`src/rtl/tppd_pkg.sv`:
```
// Package for the touch pad press detector: shared constants, field widths
// and configuration register indexes.
// No dependencies; compile first.
package tppd_pkg;

  // Width of every sample/count field on the ports
  localparam int FIELD_W = 16;

  // Calibration collection and trimmed mean
  localparam int CAL_DEPTH   = 10;
  localparam int CAL_IDX_W   = $clog2(CAL_DEPTH);
  localparam int CAL_KEEP_LO = 2;
  localparam int CAL_KEEP_N  = 6;

  // Scan bursts and touch lockout
  localparam int BURST_SHORT = 3;
  localparam int BURST_LONG  = 6;
  localparam int BURST_W     = $clog2(BURST_LONG + 1);
  localparam int LOCK_RELOAD = 3;
  localparam int LOCK_W      = 2;

  // Configuration port
  localparam int CFG_ADDR_W = 2;
  localparam int CFG_DATA_W = FIELD_W;

  typedef enum logic [CFG_ADDR_W-1:0] {
    CFG_CONT_MODE = 2'd0,
    CFG_GATE      = 2'd1,
    CFG_CNT_MAX   = 2'd2
  } cfg_idx_t;

  // Item kinds, shared by request and result
  localparam logic KIND_CALIB = 1'b0;
  localparam logic KIND_SCAN  = 1'b1;

endpackage

```
`src/rtl/tppd_if.sv`:
```
// Channel interfaces for the touch pad press detector: sample input and
// result output, each with valid/ready and payload. Depends on tppd_pkg.

interface tppd_in_if import tppd_pkg::*; ();
  logic               valid;
  logic               ready;
  logic               req_type;
  logic [FIELD_W-1:0] sample;

  modport source (output valid, output req_type, output sample, input ready);
  modport sink   (input valid, input req_type, input sample, output ready);
endinterface

interface tppd_out_if import tppd_pkg::*; ();
  logic               valid;
  logic               ready;
  logic               result_kind;
  logic               pressed;
  logic [FIELD_W-1:0] baseline_value;
  logic               calib_error;
  logic [FIELD_W-1:0] burst_peak;

  modport source (output valid, output result_kind, output pressed,
                  output baseline_value, output calib_error, output burst_peak,
                  input ready);
  modport sink   (input valid, input result_kind, input pressed,
                  input baseline_value, input calib_error, input burst_peak,
                  output ready);
endinterface

```
`src/rtl/touch_pad_press_detector.sv`:
```
// Touch pad press detector (RC charge-time capacitive key).
// Channels: in_if carries one charge-time sample per transaction, tagged as
// calibration or scan; out_if carries at most one result per transaction;
// cfg_* is a plain write port (continuous mode, gate threshold, counter max).
// Scan samples: a sample that does not end a burst is done in its accept
// step; one that ends a burst goes on from the burst update to the touch
// decision with one add and compare. Calibration samples are done in their
// accept step, except the tenth: it starts a selection sort of the ten stored
// samples through one compare unit on a single-write memory, then a six-entry
// accumulate, a divide by six as one reciprocal multiply and the result step.
// in_if.ready is high only while the sequencer is idle; one item is in work at
// a time. A finished result sits in the output register until taken; while it
// waits the block still takes items, but a new result holds the sequencer in
// its last step until the output register is free.
// Reset (rst_n low, synchronous) clears all counters, the baseline, the
// lockout and the output valid, and loads the configuration defaults. Stored
// calibration samples are not cleared; each is written before it is read.
module touch_pad_press_detector
  import tppd_pkg::*;
#(
  parameter int SAMPLE_BITS = 16
) (
  input  logic                  clk,
  input  logic                  rst_n,
  tppd_in_if.sink               in_if,
  tppd_out_if.source            out_if,
  input  logic                  cfg_we,
  input  logic [CFG_ADDR_W-1:0] cfg_addr,
  input  logic [CFG_DATA_W-1:0] cfg_wdata
);

  // Effective sample width: the port field is never wider than FIELD_W
  localparam int SW     = (SAMPLE_BITS < FIELD_W) ? SAMPLE_BITS : FIELD_W;
  localparam int SUM_W  = SW + 3;
  localparam int CMP_W  = FIELD_W + 1;
  // Reciprocal of six, exact for every sum below 2**SUM_W
  localparam int DIV_SHIFT = SUM_W + 3;
  localparam int RECIP_W   = DIV_SHIFT - 2;
  localparam int PROD_W    = SUM_W + RECIP_W;

  localparam logic [CAL_IDX_W-1:0] IDX_LAST   = CAL_IDX_W'(CAL_DEPTH - 1);
  localparam logic [CAL_IDX_W-1:0] IDX_PENULT = CAL_IDX_W'(CAL_DEPTH - 2);
  localparam logic [CAL_IDX_W-1:0] IDX_KEEP0  = CAL_IDX_W'(CAL_KEEP_LO);
  localparam logic [CAL_IDX_W-1:0] IDX_KEEPZ  = CAL_IDX_W'(CAL_KEEP_LO + CAL_KEEP_N - 1);
  localparam logic [CAL_IDX_W-1:0] IDX_ONE    = CAL_IDX_W'(1);
  localparam logic [RECIP_W-1:0]   RECIP      =
    RECIP_W'(((1 << DIV_SHIFT) + CAL_KEEP_N - 1) / CAL_KEEP_N);
  localparam logic [BURST_W-1:0]   LEN_SHORT  = BURST_W'(BURST_SHORT);
  localparam logic [BURST_W-1:0]   LEN_LONG   = BURST_W'(BURST_LONG);
  localparam logic [LOCK_W-1:0]    LOCK_FULL  = LOCK_W'(LOCK_RELOAD);

  typedef enum logic [2:0] {
    S_IDLE,
    S_GETA,
    S_CMP,
    S_PUT,
    S_ACC,
    S_DIV,
    S_CAL_OUT,
    S_DECIDE
  } state_t;

  state_t               state_r, state_nxt;
  logic [CAL_IDX_W-1:0] i_r, i_nxt;
  logic [CAL_IDX_W-1:0] j_r, j_nxt;
  logic [SW-1:0]        a_r, a_nxt;
  logic [SUM_W-1:0]     sum_r, sum_nxt;
  logic [CAL_IDX_W-1:0] calib_cnt_r, calib_cnt_nxt;
  logic [SW-1:0]        baseline_r, baseline_nxt;
  logic [BURST_W-1:0]   burst_cnt_r, burst_cnt_nxt;
  logic [SW-1:0]        burst_max_r, burst_max_nxt;
  logic [LOCK_W-1:0]    lockout_r, lockout_nxt;
  logic                 cont_mode_r, cont_mode_nxt;
  logic [FIELD_W-1:0]   gate_r, gate_nxt;
  logic [FIELD_W-1:0]   cnt_max_r, cnt_max_nxt;
  logic                 out_valid_r, out_valid_nxt;
  logic                 out_kind_r, out_kind_nxt;
  logic                 out_pressed_r, out_pressed_nxt;
  logic [FIELD_W-1:0]   out_base_r, out_base_nxt;
  logic                 out_err_r, out_err_nxt;
  logic [FIELD_W-1:0]   out_peak_r, out_peak_nxt;

  // Calibration sample store
  logic [SW-1:0]        cal_mem [CAL_DEPTH];
  logic [SW-1:0]        rdata_r;
  logic                 mem_we;
  logic [CAL_IDX_W-1:0] mem_waddr;
  logic [SW-1:0]        mem_wdata;
  logic [CAL_IDX_W-1:0] mem_raddr;

  // Datapath helpers
  logic                 in_fire;
  logic                 out_busy;
  logic [SW-1:0]        s_eff;
  logic [SW-1:0]        new_max;
  logic [BURST_W-1:0]   cnt_inc;
  logic [BURST_W-1:0]   burst_len;
  logic [PROD_W-1:0]    div_prod;
  logic [SW-1:0]        div_q;
  logic [CMP_W-1:0]     thresh;
  logic                 hit;
  logic [LOCK_W-1:0]    lock_pre;
  logic [LOCK_W-1:0]    lock_hit;
  logic [SW-1:0]        quot;

  assign in_if.ready = (state_r == S_IDLE);
  assign in_fire     = in_if.valid && in_if.ready;
  assign out_busy    = out_valid_r && !out_if.ready;
  assign s_eff       = in_if.sample[SW-1:0];

  // Compare unit for burst peak tracking
  assign new_max   = ((burst_cnt_r == '0) || (s_eff > burst_max_r)) ? s_eff : burst_max_r;
  assign cnt_inc   = burst_cnt_r + BURST_W'(1);
  assign burst_len = cont_mode_r ? LEN_LONG : LEN_SHORT;

  // Divide the middle sum by six with one reciprocal multiply
  assign div_prod = PROD_W'(sum_r) * PROD_W'(RECIP);
  assign div_q    = div_prod[DIV_SHIFT +: SW];
  assign quot     = sum_r[SW-1:0];

  // Touch decision: compare at one bit over field width, no wrap
  assign thresh   = CMP_W'(baseline_r) + CMP_W'(gate_r);
  assign hit      = CMP_W'(burst_max_r) > thresh;
  assign lock_pre = cont_mode_r ? '0 : lockout_r;
  assign lock_hit = hit ? LOCK_FULL : lock_pre;

  // Next-state and datapath control
  always_comb begin
    state_nxt       = state_r;
    i_nxt           = i_r;
    j_nxt           = j_r;
    a_nxt           = a_r;
    sum_nxt         = sum_r;
    calib_cnt_nxt   = calib_cnt_r;
    baseline_nxt    = baseline_r;
    burst_cnt_nxt   = burst_cnt_r;
    burst_max_nxt   = burst_max_r;
    lockout_nxt     = lockout_r;
    cont_mode_nxt   = cont_mode_r;
    gate_nxt        = gate_r;
    cnt_max_nxt     = cnt_max_r;
    out_valid_nxt   = out_valid_r;
    out_kind_nxt    = out_kind_r;
    out_pressed_nxt = out_pressed_r;
    out_base_nxt    = out_base_r;
    out_err_nxt     = out_err_r;
    out_peak_nxt    = out_peak_r;
    mem_we          = 1'b0;
    mem_waddr       = calib_cnt_r;
    mem_wdata       = s_eff;
    mem_raddr       = j_r;

    // Drop the result once taken
    if (out_valid_r && out_if.ready) begin
      out_valid_nxt = 1'b0;
    end

    // Register writes; unknown indexes are ignored
    if (cfg_we) begin
      unique case (cfg_addr)
        CFG_CONT_MODE: cont_mode_nxt = cfg_wdata[0];
        CFG_GATE:      gate_nxt      = cfg_wdata;
        CFG_CNT_MAX:   cnt_max_nxt   = cfg_wdata;
        default: ;
      endcase
    end

    unique case (state_r)
      S_IDLE: begin
        if (in_fire) begin
          if (in_if.req_type == KIND_CALIB) begin
            // Store the sample; the tenth one starts the sort
            mem_we = 1'b1;
            if (calib_cnt_r == IDX_LAST) begin
              calib_cnt_nxt = '0;
              i_nxt         = '0;
              mem_raddr     = '0;
              state_nxt     = S_GETA;
            end else begin
              calib_cnt_nxt = calib_cnt_r + IDX_ONE;
            end
          end else begin
            // Track the burst peak; a full burst goes to the decision
            burst_max_nxt = new_max;
            if (cnt_inc >= burst_len) begin
              burst_cnt_nxt = '0;
              state_nxt     = S_DECIDE;
            end else begin
              burst_cnt_nxt = cnt_inc;
            end
          end
        end
      end

      S_GETA: begin
        // Hold entry i as the running minimum, fetch i+1
        a_nxt     = rdata_r;
        j_nxt     = i_r + IDX_ONE;
        mem_raddr = i_r + IDX_ONE;
        state_nxt = S_CMP;
      end

      S_CMP: begin
        // Swap when the held value is larger than entry j
        if (a_r > rdata_r) begin
          mem_we    = 1'b1;
          mem_waddr = j_r;
          mem_wdata = a_r;
          a_nxt     = rdata_r;
        end
        if (j_r == IDX_LAST) begin
          state_nxt = S_PUT;
        end else begin
          j_nxt     = j_r + IDX_ONE;
          mem_raddr = j_r + IDX_ONE;
        end
      end

      S_PUT: begin
        // Settle position i, then next pass or start the middle sum
        mem_we    = 1'b1;
        mem_waddr = i_r;
        mem_wdata = a_r;
        if (i_r == IDX_PENULT) begin
          j_nxt     = IDX_KEEP0;
          mem_raddr = IDX_KEEP0;
          sum_nxt   = '0;
          state_nxt = S_ACC;
        end else begin
          i_nxt     = i_r + IDX_ONE;
          mem_raddr = i_r + IDX_ONE;
          state_nxt = S_GETA;
        end
      end

      S_ACC: begin
        // Sum the six middle entries at full width
        sum_nxt = sum_r + SUM_W'(rdata_r);
        if (j_r == IDX_KEEPZ) begin
          state_nxt = S_DIV;
        end else begin
          j_nxt     = j_r + IDX_ONE;
          mem_raddr = j_r + IDX_ONE;
        end
      end

      S_DIV: begin
        // Replace the sum by its quotient
        sum_nxt   = SUM_W'(div_q);
        state_nxt = S_CAL_OUT;
      end

      S_CAL_OUT: begin
        // Publish the new baseline once the output register is free
        if (!out_busy) begin
          baseline_nxt    = quot;
          out_valid_nxt   = 1'b1;
          out_kind_nxt    = KIND_CALIB;
          out_pressed_nxt = 1'b0;
          out_base_nxt    = FIELD_W'(quot);
          out_err_nxt     = FIELD_W'(quot) > (cnt_max_r >> 1);
          out_peak_nxt    = '0;
          state_nxt       = S_IDLE;
        end
      end

      S_DECIDE: begin
        // Report a touch only out of lockout, then advance the lockout
        if (!out_busy) begin
          lockout_nxt     = (lock_hit != '0) ? lock_hit - LOCK_W'(1) : '0;
          out_valid_nxt   = 1'b1;
          out_kind_nxt    = KIND_SCAN;
          out_pressed_nxt = hit && (lock_pre == '0);
          out_base_nxt    = FIELD_W'(baseline_r);
          out_err_nxt     = 1'b0;
          out_peak_nxt    = FIELD_W'(burst_max_r);
          state_nxt       = S_IDLE;
        end
      end

      default: state_nxt = S_IDLE;
    endcase
  end

  // State, counters, configuration and output register
  always_ff @(posedge clk) begin
    if (!rst_n) begin
      state_r     <= S_IDLE;
      calib_cnt_r <= '0;
      baseline_r  <= '0;
      burst_cnt_r <= '0;
      burst_max_r <= '0;
      lockout_r   <= '0;
      cont_mode_r <= 1'b0;
      gate_r      <= FIELD_W'(100);
      cnt_max_r   <= '1;
      out_valid_r <= 1'b0;
    end else begin
      state_r     <= state_nxt;
      calib_cnt_r <= calib_cnt_nxt;
      baseline_r  <= baseline_nxt;
      burst_cnt_r <= burst_cnt_nxt;
      burst_max_r <= burst_max_nxt;
      lockout_r   <= lockout_nxt;
      cont_mode_r <= cont_mode_nxt;
      gate_r      <= gate_nxt;
      cnt_max_r   <= cnt_max_nxt;
      out_valid_r <= out_valid_nxt;
    end
    i_r           <= i_nxt;
    j_r           <= j_nxt;
    a_r           <= a_nxt;
    sum_r         <= sum_nxt;
    out_kind_r    <= out_kind_nxt;
    out_pressed_r <= out_pressed_nxt;
    out_base_r    <= out_base_nxt;
    out_err_r     <= out_err_nxt;
    out_peak_r    <= out_peak_nxt;
  end

  // Sample store: one write port, one registered read port
  always_ff @(posedge clk) begin
    if (mem_we) begin
      cal_mem[mem_waddr] <= mem_wdata;
    end
    rdata_r <= cal_mem[mem_raddr];
  end

  assign out_if.valid          = out_valid_r;
  assign out_if.result_kind    = out_kind_r;
  assign out_if.pressed        = out_pressed_r;
  assign out_if.baseline_value = out_base_r;
  assign out_if.calib_error    = out_err_r;
  assign out_if.burst_peak     = out_peak_r;

endmodule

```
`src/flat_wrapper.sv`:
```
// flat-port wrapper written by rule: the top's interface ports become plain ports
module touch_pad_press_detector_flat import tppd_pkg::*;
#(
  parameter int SAMPLE_BITS = 16
)
  (clk, rst_n, cfg_we, cfg_addr, cfg_wdata, in_if_valid, in_if_req_type, in_if_sample, in_if_ready, out_if_valid, out_if_result_kind, out_if_pressed, out_if_baseline_value, out_if_calib_error, out_if_burst_peak, out_if_ready);
  tppd_in_if in_if_i ();
  tppd_out_if out_if_i ();
  input  logic clk;
  input  logic rst_n;
  input  logic cfg_we;
  input  logic [CFG_ADDR_W-1:0] cfg_addr;
  input  logic [CFG_DATA_W-1:0] cfg_wdata;
  input wire logic [$bits(in_if_i.valid)-1:0] in_if_valid;
  input wire logic [$bits(in_if_i.req_type)-1:0] in_if_req_type;
  input wire logic [$bits(in_if_i.sample)-1:0] in_if_sample;
  output wire logic [$bits(in_if_i.ready)-1:0] in_if_ready;
  output wire logic [$bits(out_if_i.valid)-1:0] out_if_valid;
  output wire logic [$bits(out_if_i.result_kind)-1:0] out_if_result_kind;
  output wire logic [$bits(out_if_i.pressed)-1:0] out_if_pressed;
  output wire logic [$bits(out_if_i.baseline_value)-1:0] out_if_baseline_value;
  output wire logic [$bits(out_if_i.calib_error)-1:0] out_if_calib_error;
  output wire logic [$bits(out_if_i.burst_peak)-1:0] out_if_burst_peak;
  input wire logic [$bits(out_if_i.ready)-1:0] out_if_ready;
  assign in_if_i.valid = in_if_valid;
  assign in_if_i.req_type = in_if_req_type;
  assign in_if_i.sample = in_if_sample;
  assign in_if_ready = in_if_i.ready;
  assign out_if_valid = out_if_i.valid;
  assign out_if_result_kind = out_if_i.result_kind;
  assign out_if_pressed = out_if_i.pressed;
  assign out_if_baseline_value = out_if_i.baseline_value;
  assign out_if_calib_error = out_if_i.calib_error;
  assign out_if_burst_peak = out_if_i.burst_peak;
  assign out_if_i.ready = out_if_ready;
  touch_pad_press_detector #(.SAMPLE_BITS(SAMPLE_BITS)) u_core (.clk(clk), .rst_n(rst_n), .in_if(in_if_i), .out_if(out_if_i), .cfg_we(cfg_we), .cfg_addr(cfg_addr), .cfg_wdata(cfg_wdata));
endmodule
```
`config.mk`:
```
export PLATFORM = sky130hd
export DESIGN_NAME = touch_pad_press_detector_flat
export DESIGN_NICKNAME = d
export VERILOG_FILES = /design/src/rtl/tppd_pkg.sv /design/src/rtl/tppd_if.sv /design/src/rtl/touch_pad_press_detector.sv /design/src/flat_wrapper.sv
export SDC_FILE = /design/constraint.sdc
export NUM_CORES = 1
export LEC_CHECK = 0
export BUFFER_PORTS_ARGS = -buffer_cell sky130_fd_sc_hd__buf_2
export CAP_MARGIN = 20
export CORE_ASPECT_RATIO = 1.1
export CORE_MARGIN = 3
export CORE_UTILIZATION = 50
export DETAILED_ROUTE_END_ITERATION = 6
export PLACE_DENSITY = 0.67
export RECOVER_POWER = 25
export SETUP_SLACK_MARGIN = 0.1
export SYNTH_ARGS = -nofsm -noshare
export SYNTH_HDL_FRONTEND = slang
export SYNTH_SLANG_ARGS = --single-unit
```
`constraint.sdc`:
```
create_clock -name clk -period 12.7 [get_ports clk]
set_clock_uncertainty 0.1 [all_clocks]
set_input_delay 2.54 -clock clk [delete_from_list [all_inputs] [get_ports clk]]
set_output_delay 2.54 -clock clk [all_outputs]
set_load 0.02 [all_outputs]
```
# Word-level counts from Yosys, hierarchy flattened
# Memory sizes are Yosys's and may differ from the RTL's. A register that Yosys moved wholly into a read port is not among the register bits.
# Index checks and enable logic that the tools add are counted.
# classes
add_sub_neg	7
n_mul	1
magnitude_cmp	5
eq_ne	26
muxes	59
bitwise_logic	2
reduce_logical	31
# op_table
cell	count
$pmux 16 s2	4
$mux 16	6
$pmux 19 s3	1
$mux 4	13
$mul 19x20->38 const B	1
$gt 16x16->1	2
$mux 3	10
$pmux 3 s7	1
$pmux 4 s5	1
$add 19x16->19	1
$mux 19	1
$add 16x16->17	1
$gt 16x17->1	1
$gt 16x15->1	1
$pmux 4 s2	2
$pmux 4 s4	1
$reduce_and 2->1	8
$ne 2x2->1 const B	7
$add 4x1->4 const B	3
$eq 3x3->1 const B	4
$eq 4x4->1 const B	3
$mux 1	12
$reduce_and 3->1	3
$ne 2x1->1 const B	4
25 further kinds	40
# totals
ff_bits	156
ram_bits	160
in_bits	40
output_inout_bits	37
wordCells	151
memories	1
# memory_table
name	depth	width	rd	rd_clocked_by_memory_dff	write_ports	line	rtl
u_core.cal_mem	10	16	1	1	1	touch_pad_press_detector.sv:84	logic [SW-1:0] cal_mem [CAL_DEPTH];

# Logic depth before layout (Yosys ltp)
# logic_depth
depth_word	6
ltp_mapped	22
ltp_nobuf	22

# Worst setup path after synthesis
# Ideal clock, no wire load.
# synth_path
path_type	reg-to-reg
from	reg u_core.sum_r[15]
to	reg u_core.sum_r[14], data pin
setup_ps	271
t_arrival_ps	6284
required_time_ps	12329
path_slack_ps	6044
path_stages_with_launch	23
path_buffers	0
synth_period_minus_slack_ps	6656
cell_sequence	edfxtp_1 -> ha_1 -> inv_1 -> fa_1 -> inv_1 -> fa_1 -> inv_1 -> fa_1 -> inv_1 -> fa_1 -> inv_1 -> fa_1 -> inv_1 -> ha_1 -> a21oi_1 -> o21ai_1 -> a2111oi_2 -> a211oi_1 -> or4b_1 -> a21o_1 -> a211oi_1 -> xor2_1 -> o22ai_1
# synth_between
elab_chain_cells	2
# synth_rtl
item	line	rtl
start, declared	touch_pad_press_detector.sv:67	logic [SUM_W-1:0] sum_r, sum_nxt;
start signal, assigned	touch_pad_press_detector.sv:313	sum_r <= sum_nxt;
$mul 19x20->38	touch_pad_press_detector.sv:117	assign div_prod = PROD_W'(sum_r) * PROD_W'(RECIP);
$pmux 19 s3	touch_pad_press_detector.sv:168	unique case (state_r)
named net u_core.sum_nxt[14]	touch_pad_press_detector.sv:67	
# The timed path passes the listed nets, and every way through them passes these cells.
# A chain may end at the register's enable or synchronous reset.

# Worst setup path after layout
# layout_path
from	reg u_core.sum_r[13]
to	reg u_core.sum_r[14], data pin
# layout_between
elab_chain_cells	2
word_cells_on_any_way	3
classes_between	add/sub: 1; mul: 1; mux: 1
# layout_rtl
item	line
$mul 19x20->38 / $add 19x16->19 (equally long branches)	touch_pad_press_detector.sv:117, touch_pad_press_detector.sv:238
$pmux 19 s3 *	touch_pad_press_detector.sv:168
named net u_core.sum_nxt[14]	touch_pad_press_detector.sv:67
# The timed path passes the listed nets; every way through them passes the cells marked *.

==> impl_metrics.json <==
{
  "dp_hpwl_mm": 37.9,
  "drt_pass1_iterations": 6,
  "cap_violations": 3,
  "critical_path_class": "flip-flop to flip-flop",
  "gp_congestion": 0.902,
  "area_delta_synth_final_pct": 10.3,
  "synth_edf_count": 238,
  "required_ns": 12.85,
  "holdPathEnd": "u_core.gate_r[15]",
  "max_freq_mhz": 135,
  "root_buffer": "clkbuf_16",
  "port_buffers": 76,
  "std_cell_rows": 78,
  "worst_setup_path_start_kind": "flip-flop",
  "coreArea_mm2": 0.0414,
  "synth.distinct_cells": 75,
  "drc": 0,
  "dr.first_iter.drc_count": 819,
  "maxSlewViolCount": 105,
  "clk_pin_slew_worst_paths_ns": 0.06,
  "htreeDepth": 2,
  "min-delay-start": "u_core.gate_r[15]",
  "tightest_slew_ns": 2.56,
  "cts_resized": 0,
  "violations": "capacitance limit, slew limit",
  "nets": 2347,
  "die_y_um": 221,
  "fillers": 3530,
  "synth_warnings": 0,
  "postCtsSetupBuffers": 0,
  "tns_ns": 0,
  "postRouteAntennaNets": 0,
  "grt_max_degree": 57,
  "cts_tree": "done",
  "die_w_um": 201,
  "start_util_pct": 50.7,
  "seq_area_frac_synth_pct": 42.9,
  "drive_gt1_share_pct": 9.57,
  "clock-sinks": 331,
  "wl_per_cell_um": 19.9,
  "final_cell_mix": "inv_1, edfxtp_1, ha_1",
  "grt_pass1_wl_mm": 79.8,
  "hold_depth": 2,
  "hp-class": "flip-flop to flip-flop",
  "period_needed_ns": 7.41,
  "setup_viol": 0,
  "avgSynthCellArea_um2": 11.1,
  "reg2reg_depth": 22,
  "synthArstFlopShare_pct": 0,
  "run_status": "complete, but fails checks",
  "cts_max_path_buffers": 3,
  "cts_hold_buf": 0,
  "crit_path_end_kind": "flip-flop",
  "grt_pass1_vias": 14600,
  "reg2reg_from": "u_core.sum_r[13]",
  "clock_latency_ns": 0.53,
  "period_share_pct": 58.3,
  "syn-num-nets": 2264,
  "io_pins": 77,
  "rsz0062_at_grt": "no",
  "r2r_setup_slack_ns": 5.29,
  "ys_ff_latch": 331,
  "dieArea_mm2": 0.0445,
  "overflow": 0,
  "mostFrequentLayoutCell": "inv_1",
  "syn_area_mm2": 0.0210,
  "diodes": 0,
  "r2r-end": "u_core.sum_r[14]",
  "final_hold_viol_count": 0,
  "cts_buffers": 35,
  "grtUsageTotal_pct": 22.7,
  "crit_fanout": 7,
  "vias": 14400,
  "slew_headroom_pct": -70.8,
  "antenna_found_initial": 1,
  "synthFlopType": "edfxtp_1",
  "cp.arrival_ns": 7.56,
  "via_per_inst": 5.62,
  "wl_mm": 50.7,
  "synth_cells": 1889
}
## worst max path at each step
stage	end	from	slack, ns	depth (start not counted)
floorplan	u_core.sum_r[14]	u_core.sum_r[15]	6.04	22
global placement	u_core.sum_r[14]	u_core.sum_r[15]	5.50	22
detailed placement	u_core.sum_r[14]	u_core.sum_r[15]	5.27	22
CTS	u_core.sum_r[14]	u_core.sum_r[15]	5.26	22
global route	u_core.sum_r[14]	u_core.sum_r[15]	4.88	22
finish	u_core.sum_r[14]	u_core.sum_r[13]	5.29	22
## cell type report
type / count / area (um^2) / share of cell area [%]
tap: 560 / 701 / 3.03
inverter: 271 / 1020 / 4.39
timing repair buffer: 94 / 498 / 2.15
sequential: 331 / 9010 / 38.9
clock buffer: 50 / 983 / 4.25
clock inverter: 10 / 103 / 0.443
multi-input combinational: 1239 / 10800 / 46.8
## metrics by stage
stage               cell area, um^2  util, %  instances  hold WS [ns]  setup slack (ns)
global placement              22100     53.4       2494         0.357              5.50
finish                        23200     56.0       2555         0.375              5.29
global route                  23200     56.0       2555         0.393              4.88
CTS                           23200     56.0       2554         0.374              5.26
detailed placement            22100     53.4       2494         0.361              5.27
floorplan                     21000        -       1889         0.334              6.04
## registers in the layout (all words and copies together) (netlist names), 15 cells and up
register	flops
u_core.out_if.burst_peak	16
u_core.baseline_r	16
u_core.rdata_r	16
u_core.a_r	16
u_core.gate_r	16
u_core.cal_mem	160
u_core.cnt_max_r	15
u_core.burst_max_r	16
u_core.out_if.baseline_value	16
u_core.sum_r	19
## synth_stat cells (all sizes together) (12+ instances only)
cell | count | area share [%]
a211oi | 14 | 0.52
ha | 233 | 14
o21a | 23 | 0.82
mux4 | 20 | 2.1
mux2 | 15 | 0.80
inv | 271 | 4.8
a211o | 14 | 0.58
buf | 12 | 0.36
nand4 | 16 | 0.48
nor2b | 32 | 0.95
nand3 | 25 | 0.60
mux2i | 56 | 2.7
xor2 | 23 | 0.96
dfxtp | 93 | 8.9
a21o | 27 | 0.97
o22ai | 24 | 0.71
nand2b | 13 | 0.39
xnor2 | 26 | 1.1
edfxtp | 238 | 34
o21ai | 57 | 1.4
clkbuf | 36 | 0.64
a21oi | 82 | 2.0
a21boi | 15 | 0.54
nor2 | 94 | 1.7
nand2 | 174 | 3.1
fa | 102 | 9.7
o211ai | 19 | 0.68
nor3 | 31 | 0.76
## critical path, stage by stage (launching register included)
cell,delay [ns]
edfxtp_1,0.57
ha_1,0.42
inv_1,0.06
fa_1,0.47
inv_1,0.10
fa_1,0.68
inv_1,0.11
fa_1,0.54
inv_1,0.08
fa_1,0.54
inv_1,0.05
fa_1,0.52
inv_1,0.04
ha_1,0.34
a21oi_1,0.22
o21ai_1,0.13
a2111oi_2,0.50
a211oi_1,0.17
or4b_1,0.64
a21o_1,0.25
a211oi_1,0.31
xor2_1,0.18
o22ai_1,0.09
## layer usage
metal / track usage (%) / routed length (um) / up-vias
li1: - / - / 6810
met1: 29.5 / 21300 / 7100
met2: 39.7 / 25400 / 364
met3: 3.02 / 2440 / 93
met4: 6.80 / 1540 / 2
met5: 0 / 16 / -
## cell families after synthesis
group / Yosys count / share of synthesized area (%)
DFF: 331 / 42.9
xor gates and xnor gates: 49 / 2.04
muxes: 91 / 5.62
buffers and inverters: 319 / 5.85
AOI/OAI and AO/OA: 334 / 10.5
and+or+nand+nor: 430 / 9.50
adders and majority gates: 335 / 23.6
Power is left out: the tool's default activity adds up to more than one toggle a clock period on the data nets, which glitch-free logic cannot reach.
